===== src/design/elevator_trapezoid_motion_controller_macros.svh =====
// Assertion helpers for the elevator motion controller.
`ifndef ELEVATOR_TRAPEZOID_MOTION_CONTROLLER_MACROS_SVH
`define ELEVATOR_TRAPEZOID_MOTION_CONTROLLER_MACROS_SVH
`ifndef SYNTHESIS
// Check a property on every clock edge outside reset.
`define ETMC_ASSERT(label, prop) \
    label: assert property (@(posedge clk) disable iff (!rst_n) prop) \
        else $error("etmc assertion failed");
// Check that a condition holds in the cycle after a trigger.
`define ETMC_ASSERT_NEXT(label, ante, cons) \
    label: assert property (@(posedge clk) disable iff (!rst_n) (ante) |=> (cons)) \
        else $error("etmc assertion failed");
`else
`define ETMC_ASSERT(label, prop)
`define ETMC_ASSERT_NEXT(label, ante, cons)
`endif
`endif


===== src/design/etmc_pkg.sv =====
package etmc_pkg;

    localparam int MAX_FLOORS = 16;
    localparam int TBL_AW     = (MAX_FLOORS > 1) ? $clog2(MAX_FLOORS) : 1;

    localparam logic [1:0] CFG_MAX_SPEED   = 2'd0;
    localparam logic [1:0] CFG_ACCEL       = 2'd1;
    localparam logic [1:0] CFG_NUM_FLOORS  = 2'd2;
    localparam logic [1:0] CFG_START_FLOOR = 2'd3;

    localparam int CUE_START  = 0;
    localparam int CUE_ARRIVE = 1;
    localparam int CUE_BLOCK  = 2;
    localparam int CUE_WARN   = 3;

    localparam logic [15:0] SETTLE_FRAMES = 16'd60;
    localparam logic [16:0] WARN_FRAMES   = 17'd30;
    localparam logic [15:0] FRAME_MAX     = 16'hFFFF;
    localparam logic [30:0] LIMIT_MAX     = 31'h7FFF_FFFF;
    localparam logic [5:0]  MUL_STEPS     = 6'd30;
    localparam logic [5:0]  DIV_STEPS     = 6'd61;

    typedef enum logic [2:0] {
        CMD_TICK  = 3'd0,
        CMD_QUERY = 3'd1,
        CMD_UP    = 3'd2,
        CMD_DOWN  = 3'd3,
        CMD_WRITE = 3'd4,
        CMD_PARK  = 3'd5
    } cmd_t;

    typedef enum logic [1:0] {
        MODE_REST = 2'd0,
        MODE_MOVE = 2'd1,
        MODE_STOP = 2'd2
    } mode_t;

    typedef enum logic [3:0] {
        ST_IDLE,
        ST_MUL,
        ST_DIV,
        ST_PARK_RD,
        ST_PARK_WB,
        ST_MV_RD,
        ST_MV_REM,
        ST_MV_RAMP,
        ST_PR_A,
        ST_PR_B,
        ST_TK_A,
        ST_TK_B,
        ST_FIN
    } state_t;

    typedef struct packed {
        logic [2:0]         command;
        logic [3:0]         floor_index;
        logic signed [31:0] floor_height;
        logic [3:0]         elapsed_frames;
    } req_t;

    typedef struct packed {
        logic [1:0]         mode;
        logic [3:0]         current_floor;
        logic signed [31:0] height;
        logic               can_go_up;
        logic               can_go_down;
        logic [3:0]         cue_mask;
    } rsp_t;

endpackage


===== src/design/etmc_ifs.sv =====
interface etmc_req_if;
    logic            valid;
    logic            ready;
    etmc_pkg::req_t  data;
    modport source (output valid, output data, input ready);
    modport sink   (input valid, input data, output ready);
endinterface

interface etmc_rsp_if;
    logic            valid;
    logic            ready;
    etmc_pkg::rsp_t  data;
    modport source (output valid, output data, input ready);
    modport sink   (input valid, input data, output ready);
endinterface

interface etmc_cfg_if;
    logic        valid;
    logic        ready;
    logic [1:0]  index;
    logic [30:0] data;
    modport source (output valid, output index, output data, input ready);
    modport sink   (input valid, input index, input data, output ready);
endinterface


===== src/design/etmc_ram.sv =====
module etmc_ram #(
    parameter int WIDTH = 32,
    parameter int DEPTH = 16
) (
    input  logic                                   clk,
    input  logic                                   we,
    input  logic [((DEPTH > 1) ? $clog2(DEPTH) : 1)-1:0] waddr,
    input  logic [WIDTH-1:0]                       wdata,
    input  logic [((DEPTH > 1) ? $clog2(DEPTH) : 1)-1:0] raddr,
    output logic [WIDTH-1:0]                       rdata
);

    logic [WIDTH-1:0] mem [DEPTH];

    always_ff @(posedge clk)
    begin
        if (we)
        begin
            mem[waddr] <= wdata;
        end
        rdata <= mem[raddr];
    end

endmodule


===== src/design/elevator_trapezoid_motion_controller.sv =====
// Elevator car controller with a trapezoidal speed profile in Q16.16. One request is
// taken at a time and answered with exactly one response; the next request is taken as
// soon as the sequencer is back in idle, even while the response still waits in its
// output register. A tick of a moving car passes the step unit; other ticks, queries, table
// writes and blocked moves go straight to the response. An accepted move predicts the
// frame count N (up to 65535): the shared speed/position step unit runs the whole travel
// once, one frame at a time. A park derives the ramp limit from a bit-serial multiply
// (31 steps) and restoring divide (62 steps); with a zero accel the divide is skipped.
`include "elevator_trapezoid_motion_controller_macros.svh"

module elevator_trapezoid_motion_controller (
    input  logic       clk,
    input  logic       rst_n,
    etmc_req_if.sink   req,
    etmc_rsp_if.source rsp,
    etmc_cfg_if.sink   cfg
);

    function automatic logic signed [31:0] sat_sum(input logic signed [31:0] a,
                                                   input logic signed [31:0] b,
                                                   input logic sub);
        logic [32:0] s;
        s = sub ? ({a[31], a} - {b[31], b}) : ({a[31], a} + {b[31], b});
        if (s[32] != s[31])
        begin
            return s[32] ? 32'sh8000_0000 : 32'sh7FFF_FFFF;
        end
        return signed'(s[31:0]);
    endfunction

    function automatic logic [31:0] mag32(input logic signed [31:0] v);
        logic signed [31:0] n;
        n = -v;
        return v[31] ? unsigned'(n) : unsigned'(v);
    endfunction

    function automatic logic [15:0] frame_add(input logic [15:0] base, input logic [3:0] el);
        logic [16:0] s;
        s = {1'b0, base} + {13'd0, el};
        return s[16] ? etmc_pkg::FRAME_MAX : s[15:0];
    endfunction

    logic [30:0] max_speed_reg;
    logic [30:0] accel_reg;
    logic [4:0]  num_floors_reg;
    logic [3:0]  start_floor_reg;

    etmc_pkg::state_t state_reg, state_next;
    etmc_pkg::mode_t  mode_reg, mode_next;
    logic [3:0]         last_floor_reg, last_floor_next;
    logic [3:0]         goal_floor_reg, goal_floor_next;
    logic signed [31:0] car_height_reg, car_height_next;
    logic signed [31:0] car_speed_reg, car_speed_next;
    logic signed [31:0] travelled_reg, travelled_next;
    logic signed [31:0] remaining_reg, remaining_next;
    logic [31:0]        ramp_dist_reg, ramp_dist_next;
    logic [30:0]        ramp_limit_reg, ramp_limit_next;
    logic signed [31:0] signed_accel_reg, signed_accel_next;
    logic signed [31:0] goal_height_reg, goal_height_next;
    logic [15:0]        frame_count_reg, frame_count_next;
    logic [15:0]        pred_frames_reg, pred_frames_next;
    logic signed [31:0] ns_reg, ns_next;
    logic signed [31:0] rem_start_reg, rem_start_next;
    logic [15:0]        iter_reg, iter_next;
    logic [31:0]        acc_reg, acc_next;
    logic [61:0]        sh_reg, sh_next;
    logic [5:0]         cnt_reg, cnt_next;
    logic [3:0]         el_reg, el_next;
    logic               up_reg, up_next;
    logic               down_reg, down_next;
    logic [3:0]         cue_reg, cue_next;
    logic               rd_ok_reg, rd_ok_next;
    logic               rsp_valid_reg, rsp_valid_next;
    etmc_pkg::rsp_t     rsp_data_reg, rsp_data_next;

    // Table port
    logic                        tbl_we;
    logic [etmc_pkg::TBL_AW-1:0] tbl_raddr;
    logic [31:0]                 tbl_rdata;
    logic signed [31:0]          tbl_val;
    logic [3:0]                  rd_floor;

    logic req_fire;
    etmc_pkg::cmd_t cmd;

    // Shared step unit
    logic [31:0]        trav_mag, rem_mag, dif_mag, ns_mag;
    logic signed [31:0] max_s, accel_s, ns_comb, trav_sum, rem_dif, hgt_sum;
    logic               stop_comb;

    // Multiply / divide unit
    logic [31:0] mul_sum;
    logic [31:0] div_rs;
    logic        div_ge;

    assign req_fire  = req.valid && req.ready;
    assign req.ready = (state_reg == etmc_pkg::ST_IDLE);
    assign cfg.ready = 1'b1;
    assign rsp.valid = rsp_valid_reg;
    assign rsp.data  = rsp_data_reg;
    assign cmd       = etmc_pkg::cmd_t'(req.data.command);

    assign tbl_we    = req_fire && (cmd == etmc_pkg::CMD_WRITE)
                       && (32'(req.data.floor_index) < etmc_pkg::MAX_FLOORS);
    assign rd_floor  = (state_reg == etmc_pkg::ST_PARK_RD) ? start_floor_reg : goal_floor_reg;
    assign tbl_raddr = etmc_pkg::TBL_AW'(rd_floor);
    assign tbl_val   = rd_ok_reg ? signed'(tbl_rdata) : 32'sd0;

    etmc_ram #(
        .WIDTH (32),
        .DEPTH (etmc_pkg::MAX_FLOORS)
    ) u_table (
        .clk   (clk),
        .we    (tbl_we),
        .waddr (etmc_pkg::TBL_AW'(req.data.floor_index)),
        .wdata (req.data.floor_height),
        .raddr (tbl_raddr),
        .rdata (tbl_rdata)
    );

    always_comb
    begin
        max_s    = signed'({1'b0, max_speed_reg});
        accel_s  = signed'({1'b0, accel_reg});
        trav_mag = mag32(travelled_reg);
        rem_mag  = mag32(remaining_reg);
        if (ramp_dist_reg <= trav_mag)
        begin
            if (ramp_dist_reg <= rem_mag)
            begin
                ns_comb = (remaining_reg <= 0) ? -max_s : max_s;
            end
            else
            begin
                ns_comb = sat_sum(car_speed_reg, signed_accel_reg, 1'b1);
            end
        end
        else
        begin
            ns_comb = sat_sum(car_speed_reg, signed_accel_reg, 1'b0);
        end
        trav_sum  = sat_sum(travelled_reg, ns_reg, 1'b0);
        rem_dif   = sat_sum(remaining_reg, ns_reg, 1'b1);
        hgt_sum   = sat_sum(car_height_reg, ns_reg, 1'b0);
        dif_mag   = mag32(rem_dif);
        ns_mag    = mag32(ns_reg);
        stop_comb = (car_speed_reg < 0 && ns_reg >= 0) || (car_speed_reg > 0 && ns_reg <= 0)
                    || (dif_mag < ns_mag);

        mul_sum = {1'b0, acc_reg[30:0]} + (sh_reg[0] ? {1'b0, max_speed_reg} : 32'd0);
        div_rs  = {acc_reg[30:0], sh_reg[61]};
        div_ge  = (div_rs >= {1'b0, accel_reg});
    end

    always_comb
    begin
        state_next        = state_reg;
        mode_next         = mode_reg;
        last_floor_next   = last_floor_reg;
        goal_floor_next   = goal_floor_reg;
        car_height_next   = car_height_reg;
        car_speed_next    = car_speed_reg;
        travelled_next    = travelled_reg;
        remaining_next    = remaining_reg;
        ramp_dist_next    = ramp_dist_reg;
        ramp_limit_next   = ramp_limit_reg;
        signed_accel_next = signed_accel_reg;
        goal_height_next  = goal_height_reg;
        frame_count_next  = frame_count_reg;
        pred_frames_next  = pred_frames_reg;
        ns_next           = ns_reg;
        rem_start_next    = rem_start_reg;
        iter_next         = iter_reg;
        acc_next          = acc_reg;
        sh_next           = sh_reg;
        cnt_next          = cnt_reg;
        el_next           = el_reg;
        up_next           = up_reg;
        down_next         = down_reg;
        cue_next          = cue_reg;
        rd_ok_next        = rd_ok_reg;
        rsp_valid_next    = rsp_valid_reg && !rsp.ready;
        rsp_data_next     = rsp_data_reg;

        case (state_reg)
            etmc_pkg::ST_IDLE:
            begin
                if (req_fire)
                begin
                    up_next    = 1'b0;
                    down_next  = 1'b0;
                    cue_next   = 4'd0;
                    el_next    = req.data.elapsed_frames;
                    state_next = etmc_pkg::ST_FIN;
                    case (cmd)
                        etmc_pkg::CMD_TICK:
                        begin
                            if (mode_reg == etmc_pkg::MODE_MOVE)
                            begin
                                state_next = etmc_pkg::ST_TK_A;
                            end
                            else
                            begin
                                if (mode_reg == etmc_pkg::MODE_STOP
                                    && frame_count_reg > etmc_pkg::SETTLE_FRAMES)
                                begin
                                    mode_next = etmc_pkg::MODE_REST;
                                end
                                frame_count_next = frame_add(frame_count_reg,
                                                             req.data.elapsed_frames);
                            end
                        end
                        etmc_pkg::CMD_QUERY:
                        begin
                            if (mode_reg == etmc_pkg::MODE_REST)
                            begin
                                up_next   = ({1'b0, last_floor_reg} + 5'd1) < num_floors_reg;
                                down_next = (last_floor_reg != 4'd0);
                            end
                        end
                        etmc_pkg::CMD_UP:
                        begin
                            if (mode_reg == etmc_pkg::MODE_REST)
                            begin
                                if (last_floor_reg != 4'd15
                                    && ({1'b0, last_floor_reg} + 5'd1) < num_floors_reg)
                                begin
                                    goal_floor_next          = last_floor_reg + 4'd1;
                                    cue_next[etmc_pkg::CUE_START] = 1'b1;
                                    state_next               = etmc_pkg::ST_MV_RD;
                                end
                                else
                                begin
                                    cue_next[etmc_pkg::CUE_BLOCK] = 1'b1;
                                end
                            end
                        end
                        etmc_pkg::CMD_DOWN:
                        begin
                            if (mode_reg == etmc_pkg::MODE_REST)
                            begin
                                if (last_floor_reg != 4'd0
                                    && ({1'b0, last_floor_reg} - 5'd1) < num_floors_reg)
                                begin
                                    goal_floor_next          = last_floor_reg - 4'd1;
                                    cue_next[etmc_pkg::CUE_START] = 1'b1;
                                    state_next               = etmc_pkg::ST_MV_RD;
                                end
                                else
                                begin
                                    cue_next[etmc_pkg::CUE_BLOCK] = 1'b1;
                                end
                            end
                        end
                        etmc_pkg::CMD_PARK:
                        begin
                            acc_next   = 32'd0;
                            sh_next    = {31'd0, max_speed_reg};
                            cnt_next   = etmc_pkg::MUL_STEPS;
                            state_next = etmc_pkg::ST_MUL;
                        end
                        default:
                        begin
                            state_next = etmc_pkg::ST_FIN;
                        end
                    endcase
                end
            end
            etmc_pkg::ST_MUL:
            begin
                acc_next = {1'b0, mul_sum[31:1]};
                sh_next  = {31'd0, mul_sum[0], sh_reg[30:1]};
                cnt_next = cnt_reg - 6'd1;
                if (cnt_reg == 6'd0)
                begin
                    acc_next = 32'd0;
                    sh_next  = {mul_sum[31:1], mul_sum[0], sh_reg[30:1]};
                    cnt_next = etmc_pkg::DIV_STEPS;
                    if (accel_reg == 31'd0)
                    begin
                        ramp_limit_next = etmc_pkg::LIMIT_MAX;
                        state_next      = etmc_pkg::ST_PARK_RD;
                    end
                    else
                    begin
                        state_next = etmc_pkg::ST_DIV;
                    end
                end
            end
            etmc_pkg::ST_DIV:
            begin
                acc_next = div_ge ? (div_rs - {1'b0, accel_reg}) : div_rs;
                sh_next  = {sh_reg[60:0], div_ge};
                cnt_next = cnt_reg - 6'd1;
                if (cnt_reg == 6'd0)
                begin
                    // Quotient halved, clamped to the positive range
                    ramp_limit_next = (sh_next[61:32] != 30'd0) ? etmc_pkg::LIMIT_MAX
                                                                 : sh_next[31:1];
                    state_next = etmc_pkg::ST_PARK_RD;
                end
            end
            etmc_pkg::ST_PARK_RD:
            begin
                rd_ok_next = (32'(start_floor_reg) < etmc_pkg::MAX_FLOORS);
                state_next = etmc_pkg::ST_PARK_WB;
            end
            etmc_pkg::ST_PARK_WB:
            begin
                last_floor_next  = start_floor_reg;
                goal_floor_next  = start_floor_reg;
                car_height_next  = tbl_val;
                mode_next        = etmc_pkg::MODE_REST;
                car_speed_next   = 32'sd0;
                frame_count_next = 16'd0;
                state_next       = etmc_pkg::ST_FIN;
            end
            etmc_pkg::ST_MV_RD:
            begin
                rd_ok_next = (32'(goal_floor_reg) < etmc_pkg::MAX_FLOORS);
                state_next = etmc_pkg::ST_MV_REM;
            end
            etmc_pkg::ST_MV_REM:
            begin
                goal_height_next = tbl_val;
                remaining_next   = sat_sum(tbl_val, car_height_reg, 1'b1);
                travelled_next   = 32'sd0;
                car_speed_next   = 32'sd0;
                frame_count_next = 16'd0;
                mode_next        = etmc_pkg::MODE_MOVE;
                state_next       = etmc_pkg::ST_MV_RAMP;
            end
            etmc_pkg::ST_MV_RAMP:
            begin
                // Short trips ramp over half the distance
                ramp_dist_next    = (rem_mag <= {ramp_limit_reg, 1'b0}) ? {1'b0, rem_mag[31:1]}
                                                                        : {1'b0, ramp_limit_reg};
                signed_accel_next = remaining_reg[31] ? -accel_s : accel_s;
                rem_start_next    = remaining_reg;
                iter_next         = 16'd0;
                state_next        = etmc_pkg::ST_PR_A;
            end
            etmc_pkg::ST_PR_A:
            begin
                ns_next    = ns_comb;
                state_next = etmc_pkg::ST_PR_B;
            end
            etmc_pkg::ST_PR_B:
            begin
                if (stop_comb || iter_reg == etmc_pkg::FRAME_MAX)
                begin
                    pred_frames_next = iter_reg;
                    car_speed_next   = 32'sd0;
                    travelled_next   = 32'sd0;
                    remaining_next   = rem_start_reg;
                    state_next       = etmc_pkg::ST_FIN;
                end
                else
                begin
                    iter_next      = iter_reg + 16'd1;
                    car_speed_next = ns_reg;
                    travelled_next = trav_sum;
                    remaining_next = rem_dif;
                    state_next     = etmc_pkg::ST_PR_A;
                end
            end
            etmc_pkg::ST_TK_A:
            begin
                ns_next    = ns_comb;
                state_next = etmc_pkg::ST_TK_B;
            end
            etmc_pkg::ST_TK_B:
            begin
                car_speed_next = ns_reg;
                travelled_next = trav_sum;
                remaining_next = rem_dif;
                if ({1'b0, pred_frames_reg} == ({1'b0, frame_count_reg} + etmc_pkg::WARN_FRAMES))
                begin
                    cue_next[etmc_pkg::CUE_WARN] = 1'b1;
                end
                if (stop_comb)
                begin
                    car_height_next  = goal_height_reg;
                    mode_next        = etmc_pkg::MODE_STOP;
                    last_floor_next  = goal_floor_reg;
                    cue_next[etmc_pkg::CUE_ARRIVE] = 1'b1;
                    frame_count_next = frame_add(16'd0, el_reg);
                end
                else
                begin
                    car_height_next  = hgt_sum;
                    frame_count_next = frame_add(frame_count_reg, el_reg);
                end
                state_next = etmc_pkg::ST_FIN;
            end
            etmc_pkg::ST_FIN:
            begin
                // Hold until the output register is free
                if (!rsp_valid_reg || rsp.ready)
                begin
                    rsp_valid_next              = 1'b1;
                    rsp_data_next.mode          = mode_reg;
                    rsp_data_next.current_floor = last_floor_reg;
                    rsp_data_next.height        = car_height_reg;
                    rsp_data_next.can_go_up     = up_reg;
                    rsp_data_next.can_go_down   = down_reg;
                    rsp_data_next.cue_mask      = cue_reg;
                    state_next                  = etmc_pkg::ST_IDLE;
                end
            end
            default:
            begin
                state_next = etmc_pkg::ST_IDLE;
            end
        endcase
    end

    always_ff @(posedge clk or negedge rst_n)
    begin
        if (!rst_n)
        begin
            max_speed_reg    <= 31'd65536;
            accel_reg        <= 31'd4096;
            num_floors_reg   <= 5'd2;
            start_floor_reg  <= 4'd0;
            state_reg        <= etmc_pkg::ST_IDLE;
            mode_reg         <= etmc_pkg::MODE_REST;
            last_floor_reg   <= 4'd0;
            goal_floor_reg   <= 4'd0;
            car_height_reg   <= 32'sd0;
            car_speed_reg    <= 32'sd0;
            travelled_reg    <= 32'sd0;
            remaining_reg    <= 32'sd0;
            ramp_dist_reg    <= 32'd0;
            ramp_limit_reg   <= 31'd0;
            signed_accel_reg <= 32'sd0;
            goal_height_reg  <= 32'sd0;
            frame_count_reg  <= 16'd0;
            pred_frames_reg  <= 16'd0;
            ns_reg           <= 32'sd0;
            rem_start_reg    <= 32'sd0;
            iter_reg         <= 16'd0;
            acc_reg          <= 32'd0;
            sh_reg           <= 62'd0;
            cnt_reg          <= 6'd0;
            el_reg           <= 4'd0;
            up_reg           <= 1'b0;
            down_reg         <= 1'b0;
            cue_reg          <= 4'd0;
            rd_ok_reg        <= 1'b0;
            rsp_valid_reg    <= 1'b0;
            rsp_data_reg     <= '0;
        end
        else
        begin
            if (cfg.valid && cfg.ready)
            begin
                case (cfg.index)
                    etmc_pkg::CFG_MAX_SPEED:   max_speed_reg   <= cfg.data;
                    etmc_pkg::CFG_ACCEL:       accel_reg       <= cfg.data;
                    etmc_pkg::CFG_NUM_FLOORS:  num_floors_reg  <= cfg.data[4:0];
                    etmc_pkg::CFG_START_FLOOR: start_floor_reg <= cfg.data[3:0];
                    default:                   start_floor_reg <= start_floor_reg;
                endcase
            end
            state_reg        <= state_next;
            mode_reg         <= mode_next;
            last_floor_reg   <= last_floor_next;
            goal_floor_reg   <= goal_floor_next;
            car_height_reg   <= car_height_next;
            car_speed_reg    <= car_speed_next;
            travelled_reg    <= travelled_next;
            remaining_reg    <= remaining_next;
            ramp_dist_reg    <= ramp_dist_next;
            ramp_limit_reg   <= ramp_limit_next;
            signed_accel_reg <= signed_accel_next;
            goal_height_reg  <= goal_height_next;
            frame_count_reg  <= frame_count_next;
            pred_frames_reg  <= pred_frames_next;
            ns_reg           <= ns_next;
            rem_start_reg    <= rem_start_next;
            iter_reg         <= iter_next;
            acc_reg          <= acc_next;
            sh_reg           <= sh_next;
            cnt_reg          <= cnt_next;
            el_reg           <= el_next;
            up_reg           <= up_next;
            down_reg         <= down_next;
            cue_reg          <= cue_next;
            rd_ok_reg        <= rd_ok_next;
            rsp_valid_reg    <= rsp_valid_next;
            rsp_data_reg     <= rsp_data_next;
        end
    end

    `ETMC_ASSERT_NEXT(a_busy_after_request, req_fire, state_reg != etmc_pkg::ST_IDLE)
    `ETMC_ASSERT(a_rsp_from_fin, $rose(rsp_valid_reg) |-> ($past(state_reg) == etmc_pkg::ST_FIN))
    `ETMC_ASSERT(a_floor_set_at_rest, (last_floor_reg != $past(last_floor_reg)) |-> (mode_reg != etmc_pkg::MODE_MOVE))

endmodule


===== src/flat_wrapper.sv =====
// flat-port wrapper written by rule: the top's interface ports become plain ports
module elevator_trapezoid_motion_controller_flat 
  (clk, rst_n, req_valid, req_data, req_ready, rsp_valid, rsp_data, rsp_ready, cfg_valid, cfg_index, cfg_data, cfg_ready);
  etmc_req_if req_i ();
  etmc_rsp_if rsp_i ();
  etmc_cfg_if cfg_i ();
  input  logic clk;
  input  logic rst_n;
  input wire logic [$bits(req_i.valid)-1:0] req_valid;
  input wire logic [$bits(req_i.data)-1:0] req_data;
  output wire logic [$bits(req_i.ready)-1:0] req_ready;
  output wire logic [$bits(rsp_i.valid)-1:0] rsp_valid;
  output wire logic [$bits(rsp_i.data)-1:0] rsp_data;
  input wire logic [$bits(rsp_i.ready)-1:0] rsp_ready;
  input wire logic [$bits(cfg_i.valid)-1:0] cfg_valid;
  input wire logic [$bits(cfg_i.index)-1:0] cfg_index;
  input wire logic [$bits(cfg_i.data)-1:0] cfg_data;
  output wire logic [$bits(cfg_i.ready)-1:0] cfg_ready;
  assign req_i.valid = req_valid;
  assign req_i.data = req_data;
  assign req_ready = req_i.ready;
  assign rsp_valid = rsp_i.valid;
  assign rsp_data = rsp_i.data;
  assign rsp_i.ready = rsp_ready;
  assign cfg_i.valid = cfg_valid;
  assign cfg_i.index = cfg_index;
  assign cfg_i.data = cfg_data;
  assign cfg_ready = cfg_i.ready;
  elevator_trapezoid_motion_controller u_core (.clk(clk), .rst_n(rst_n), .req(req_i), .rsp(rsp_i), .cfg(cfg_i));
endmodule

===== config.mk =====
export PLATFORM = sky130hd
export DESIGN_NAME = elevator_trapezoid_motion_controller_flat
export DESIGN_NICKNAME = d
export VERILOG_FILES = /design/src/design/etmc_pkg.sv /design/src/design/etmc_ifs.sv /design/src/design/etmc_ram.sv /design/src/design/elevator_trapezoid_motion_controller.sv /design/src/flat_wrapper.sv
export VERILOG_INCLUDE_DIRS = /design/src /design/src/design
export SDC_FILE = /design/constraint.sdc
export NUM_CORES = 2
export LEC_CHECK = 0
export ABC_CLOCK_PERIOD_IN_PS = 14300
export BUFFER_PORTS_ARGS = -buffer_cell sky130_fd_sc_hd__buf_4
export CORE_MARGIN = 3
export CORE_UTILIZATION = 60
export DETAILED_ROUTE_END_ITERATION = 6
export PLACE_DENSITY = 0.77
export SLEW_MARGIN = 15
export SYNTH_ARGS = -nofsm -noshare
export SYNTH_HDL_FRONTEND = slang
export SYNTH_HIERARCHICAL = 1
export SYNTH_SLANG_ARGS = --single-unit
export TNS_END_PERCENT = 30

===== constraint.sdc =====
create_clock -name clk -period 14.3 [get_ports clk]
set_input_delay 2.86 -clock clk [delete_from_list [all_inputs] [get_ports clk]]
set_output_delay 2.86 -clock clk [all_outputs]
set_load 0.02 [all_outputs]

== Word-level counts from Yosys, hierarchy flattened ==
Memory sizes are Yosys's and may differ from the RTL's. A register that Yosys moved wholly into a read port is not among the register bits.
Cells that the tools add are included.

* Flip-flop bits (word level): 607
* Input bits: 81
* Memories kept: 1
* Output and inout bits: 47
* Memory bits (writable): 512
* Logic and storage cells: 302

* Eq/ne operators: 48
* Muxes and demuxes: 126
* $lt $le $gt $ge: 13
* Reduce and logical (&&, ||, !) cells: 53
* $add $sub $neg: 23

{| class="wikitable"
|+ Memories
! memory !! depth !! width !! read ports !! clocked after memory_dff !! write ports !! RTL line !! RTL
|-
| u_core.u_table.mem || 16 || 32 || 1 || 1 || 1 || etmc_ram.sv:13 || <nowiki>logic [WIDTH-1:0] mem [DEPTH];</nowiki>
|}

{| class="wikitable"
|+ Operator list
! cell !! number
|-
| $mux W32 || 31
|-
| $mux W31 || 10
|-
| $pmux W32 S3 || 3
|-
| $mux W62 || 3
|-
| $pmux W62 S3 || 1
|-
| $neg A32 Y32 || 4
|-
| $mux W16 || 7
|-
| $add A32 B32 Y33 || 3
|-
| $sub A32 B32 Y33 || 3
|-
| $le A32 B32 Y1 || 3
|-
| $pmux W31 S3 || 1
|-
| $le A32 B1 Y1 const B || 2
|-
| $mux W4 || 16
|-
| $neg A31 Y32 || 2
|-
| $pmux W32 S2 || 1
|-
| $pmux W31 S2 || 1
|-
| $pmux W16 S3 || 1
|-
| $pmux W4 S12 || 1
|-
| $add A16 B4 Y17 || 2
|-
| $add A31 B31 Y32 || 1
|-
| $ge A32 B1 Y1 const B || 1
|-
| $ge A32 B31 Y1 || 1
|-
| $gt A32 B1 Y1 const B || 1
|-
| $lt A32 B1 Y1 const B || 1
|-
| 55 further kinds || 163
|}

== Longest topological paths before layout ==
* Word-level depth: 11
* Gate-level depth with buffers: 41
* Mapped depth without buffers: 37

== By module ==
Netlist, hierarchy kept.

{| class="wikitable"
|+ Modules (own cells, without submodules)
! module !! sequential area each (um^2) !! cells an instance !! area each (um^2) !! instances
|-
| elevator_trapezoid_motion_controller || 15,168.3 || 5,866 || 48,570.3 || 1
|-
| etmc_ram || 16,015.4 || 838 || 19,835.3 || 1
|}

== Worst setup path before layout ==
No wires, ideal clock.

* Kind: register to register
* Start: register u_core.ns_reg[8]
* End: register u_core.car_height_reg[13]
* Buffers on the path: 4
* Path slack: 5.903 ns
* Required time: 14.234 ns
* Arrival time: 8.330 ns
* Stages on the path, launching flop included: 41
* Setup time: 0.066 ns
* Period minus slack after synthesis: 8.397 ns
* Path through: dfrtp_1 > inv_1 > ha_1 > a21o_1 > a2111oi_1 > nand2b_1 > o221ai_1 > o21a_1 > o21ai_0 > a41oi_1 > o21bai_1 > a21oi_1 > xnor2_1 > ha_1 > clkbuf_1 > nand2_1 > a21o_1 > clkbuf_1 > [5 not listed] > or3b_1 > nand4bb_4 > or4_4 > o41ai_2 > xnor2_1 > ha_1 > and4_1 > nand2_1 > nor2_1 > nand2_1 > o211ai_1 > a41oi_1 > or2_2 > clkbuf_1 > nor2_1 > a21o_1 > clkbuf_1 > o32a_1

* Cells in the longest elaborated chain, start to end: 10
* Elaborated cells between the ends (all ways): 25
* Those cells by class: 4 x add/sub; 3 x order compare; 2 x eq/ne; 12 x mux; 4 x reduce/logical

{| class="wikitable"
|+ RTL lines
! item !! RTL line !! RTL
|-
| start: declaration || elevator_trapezoid_motion_controller.sv:62 || <nowiki>logic signed [31:0] ns_reg, ns_next;</nowiki>
|-
| start signal: assignment || elevator_trapezoid_motion_controller.sv:480 || <nowiki>ns_reg <= ns_next;</nowiki>
|-
| $sub A32 B32 Y33 || elevator_trapezoid_motion_controller.sv:23 || <nowiki>s = sub ? ({a[31], a} - {b[31], b}) : ({a[31], a} + {b[31], b});</nowiki>
|-
| $mux W32 / $ne A1 B1 Y1 (equally long branches) || elevator_trapezoid_motion_controller.sv:26, elevator_trapezoid_motion_controller.sv:24 ||
|-
| $mux W32 / $mux W1 (equally long branches) || elevator_trapezoid_motion_controller.sv:24 || <nowiki>if (s[32] != s[31])</nowiki>
|-
| $mux W32 || elevator_trapezoid_motion_controller.sv:28 || <nowiki>return signed'(s[31:0]);</nowiki>
|-
| $neg A32 Y32 || elevator_trapezoid_motion_controller.sv:33 || <nowiki>n = -v;</nowiki>
|-
| $mux W32 || elevator_trapezoid_motion_controller.sv:34 || <nowiki>return v[31] ? unsigned'(n) : unsigned'(v);</nowiki>
|-
| $lt A32 B32 Y1 || elevator_trapezoid_motion_controller.sv:148 || <nowiki>|| (dif_mag < ns_mag);</nowiki>
|-
| $logic_or A1 B1 Y1 || elevator_trapezoid_motion_controller.sv:148 ||
|-
| $mux W32 (*) || elevator_trapezoid_motion_controller.sv:381 || <nowiki>if (stop_comb)</nowiki>
|-
| $pmux W32 S2 (*) || elevator_trapezoid_motion_controller.sv:185 || <nowiki>case (state_reg)</nowiki>
|-
| end signal: assignment || elevator_trapezoid_motion_controller.sv:470 || <nowiki>car_height_reg <= car_height_next;</nowiki>
|-
| end: declaration || elevator_trapezoid_motion_controller.sv:52 || <nowiki>logic signed [31:0] car_height_reg, car_height_next;</nowiki>
|}

Every way passes the cells marked *; elsewhere a longest branch is shown, timed or not. The select of a mux whose other input is x is not followed.
A chain may end at the register's enable or synchronous reset.

== Final worst setup path ==
* Start: register u_core.ns_reg[1]
* End: register u_core.car_height_reg[16]

Same word-level chain as after synthesis.

==> metrics <==
Synth Flop Type=dfrtp_1; routed vias=57300; syn nets=7206; Async S/R FF share, synth=52.7%; full die area=118000 sq um; Top delay family on crit path=compound AO/OA/AOI/OAI gates; Post-CTS Resized=0; critical path type=reg -> reg; core outline area=113000 sq um; Site Rows=123; total negative slack=0 ns; IO Pins=128; Post-CTS Setup Inserts=0; drc violations=0; r2r worst-path depth=37; max reg flops=512; GP Congestion=1.09; Fill cells=8480; vias in the first global route=54100; Horiz. Die Dim=344 microns; global-route wire length before repair=365000 microns; CP bufs+invs=3; Final #Nets=7203; pin count of the biggest net entering global routing=182; largest fanout on the critical path=36; post-synthesis register bit count=1150; Slew @ Worst Pin=1.22 ns; htree depth=3; share of layout cells above drive strength 1=10.9%; largest family of logic cells by synthesized area=compound AO/OA/AOI/OAI gates; cell area after synthesis=68400 sq um; Synth-to-Final Area Change=9.40%; Buffers on Ports=126; # clock sinks=1150; MaxCap Viol Count=0; Hold Path Class=reg -> reg; Netlist cell types=100; RSZ-0062 raised after global routing=no; vias per std cell=6.90; CTS Buffer Depth=3; fin. max-slew vios=0; Root Driver=clkbuf_16; Area contributors post-synth=edfxtp_1, dfrtp_1, ha_1; mux contribution to synthesized area=6.73%; top-count cell post-synth=nand2_1; HP Start=u_core/rsp.data[9]$_DFFE_PN0P_; Yosys top cell area share=22.5%; routed wire length=251000 microns; DRT iter0 DRCs=7619; CTS clk-pin slew, worst paths=0.06 ns; # setup viols final=0; critical path's largest stage delay=0.78 ns; grt total ovfl=0; Fin. Hold Viols=0; Initial Util=60.6%; Post-Synth XOR/XNOR Area=5.26%; Final min period=11.02 ns; largest area contributor in the netlist=edfxtp_1; WL/cell=30.2 microns; Max Clk Rate=0.0908 GHz; 1st-pass router iterations=6; Syn Inst Count=6704; crit end category=flip-flop; Antenna Nets Post-Route=0; hold path depth=2; CP required=14.87 ns; cts hold-fix bufs=0; crit share post-route=77.1%; Mean Syn Cell Area=10.2 sq um; sequential area share after synthesis=45.6%; Post-synth top cells=nand2_1, dfrtp_1, o21ai_0; EDFF count, synth=512; reg2reg start=u_core/ns_reg[1]$_DFFE_PN0P_; antenna violations before repair=18; worst r2r dst=u_core/car_height_reg[16]$_DFFE_PN0N_; Arrival @ worst endpoint=11.59 ns; Clock Latency Late Sink=0.82 ns; Worst path slowest cell=a21oi_1; clock skew=0.117 ns; Reg2Reg Setup Slack=3.28 ns; post-DP HPWL=179000 microns; die height=344 microns; Yosys warning count=6; Worst Hold Path EP=u_core/rsp.data[9]$_DFFE_PN0P_; post-synthesis simple-gate area fraction=12.4%; Stages on worst setup path=37; Adder-Cell Fraction of Synth Area=7.82%; CTS buffer count=117; Setup crit start kind=flip-flop; Compound-Gate Fraction of Synth Area=18.5%; relative max-transition margin=17.7%; TritonCTS clock tree=built; status=finished, final reports clean; Total GRT Usage=42.0%
-- metrics by stage --
stage	std cells	instance area, sq um	hold WS (ns)	worst slack [ns]	util, %
after floorplan	6704	68400	0.445	5.90	-
after global placement	8082	70800	0.458	3.90	62.8
after detailed placement	8082	70800	0.464	3.58	62.8
after CTS	8297	74800	0.479	3.55	66.3
after global routing	8299	74800	0.495	2.52	66.3
final	8308	74800	0.477	3.28	66.3
-- how the worst max path moves through the flow --
stage	from	end
6_report	u_core/ns_reg[1]$_DFFE_PN0P_	u_core/car_height_reg[16]$_DFFE_PN0N_
5_1_grt	u_core/ns_reg[8]$_DFFE_PN0P_	u_core/car_height_reg[19]$_DFFE_PN0N_
4_1_cts	u_core/ns_reg[8]$_DFFE_PN0P_	u_core/car_height_reg[11]$_DFFE_PN0N_
3_5_place_dp	u_core/ns_reg[8]$_DFFE_PN0P_	u_core/car_height_reg[16]$_DFFE_PN0N_
3_3_place_gp	u_core/ns_reg[8]$_DFFE_PN0P_	u_core/car_height_reg[11]$_DFFE_PN0N_
2_1_floorplan	u_core/ns_reg[8]$_DFFE_PN0P_	u_core/car_height_reg[13]$_DFFE_PN0N_
-- worst min-delay path, cell delays in order (launching register included) --
cell and delay, ns:
dfrtp_1 0.34, nand2_1 0.05, o21ai_0 0.06
-- placed cells by master (no fill, tap or decap), types with 128 or more instances in the layout --
| cell | instances |
|---|---|
| xnor2_1 | 268 |
| buf_4 | 202 |
| xor2_1 | 142 |
| ha_1 | 410 |
| dfrtp_1 | 602 |
| a21o_1 | 169 |
| mux4_2 | 128 |
| o21ai_0 | 588 |
| edfxtp_1 | 512 |
| inv_1 | 331 |
| nand2_1 | 677 |
| a21oi_1 | 419 |
| nor2_1 | 372 |
-- layer usage --
metal,up-vias,wire [microns],track usage [%],share of wire (%)
li1,24800,-,-,-
met1,28100,94200,55.2,38
met2,3686,112000,64.1,45
met3,725,29200,11.0,12
met4,14,15700,21.8,6.2
met5,-,92,0,0.037
-- kinds of logic after synthesis --
logic type               Yosys count
buffers and inverters            662
AO/OA/AOI/OAI                   1974
XOR/XNOR                         411
adder cells (fa/ha/maj)          421
other                              1
multiplexers                     286
flip-flops                      1150
AND/OR/NAND/NOR                 1799
-- final cells by class --
type | count | area (sq um) | share of cell area (%)
diodes | 11 | 27.5 | 0.0368
clock buffers | 150 | 3150 | 4.21
clock inverters | 65 | 830 | 1.11
inverters | 335 | 1260 | 1.68
multi-input cells | 4892 | 34900 | 46.7
flip-flops and latches | 1150 | 31200 | 41.7
well taps | 1500 | 1880 | 2.51
repair buffers | 205 | 1570 | 2.10
Power is not shown: default switching activity piles up to over one toggle a cycle in this logic, so the estimate is an artifact.
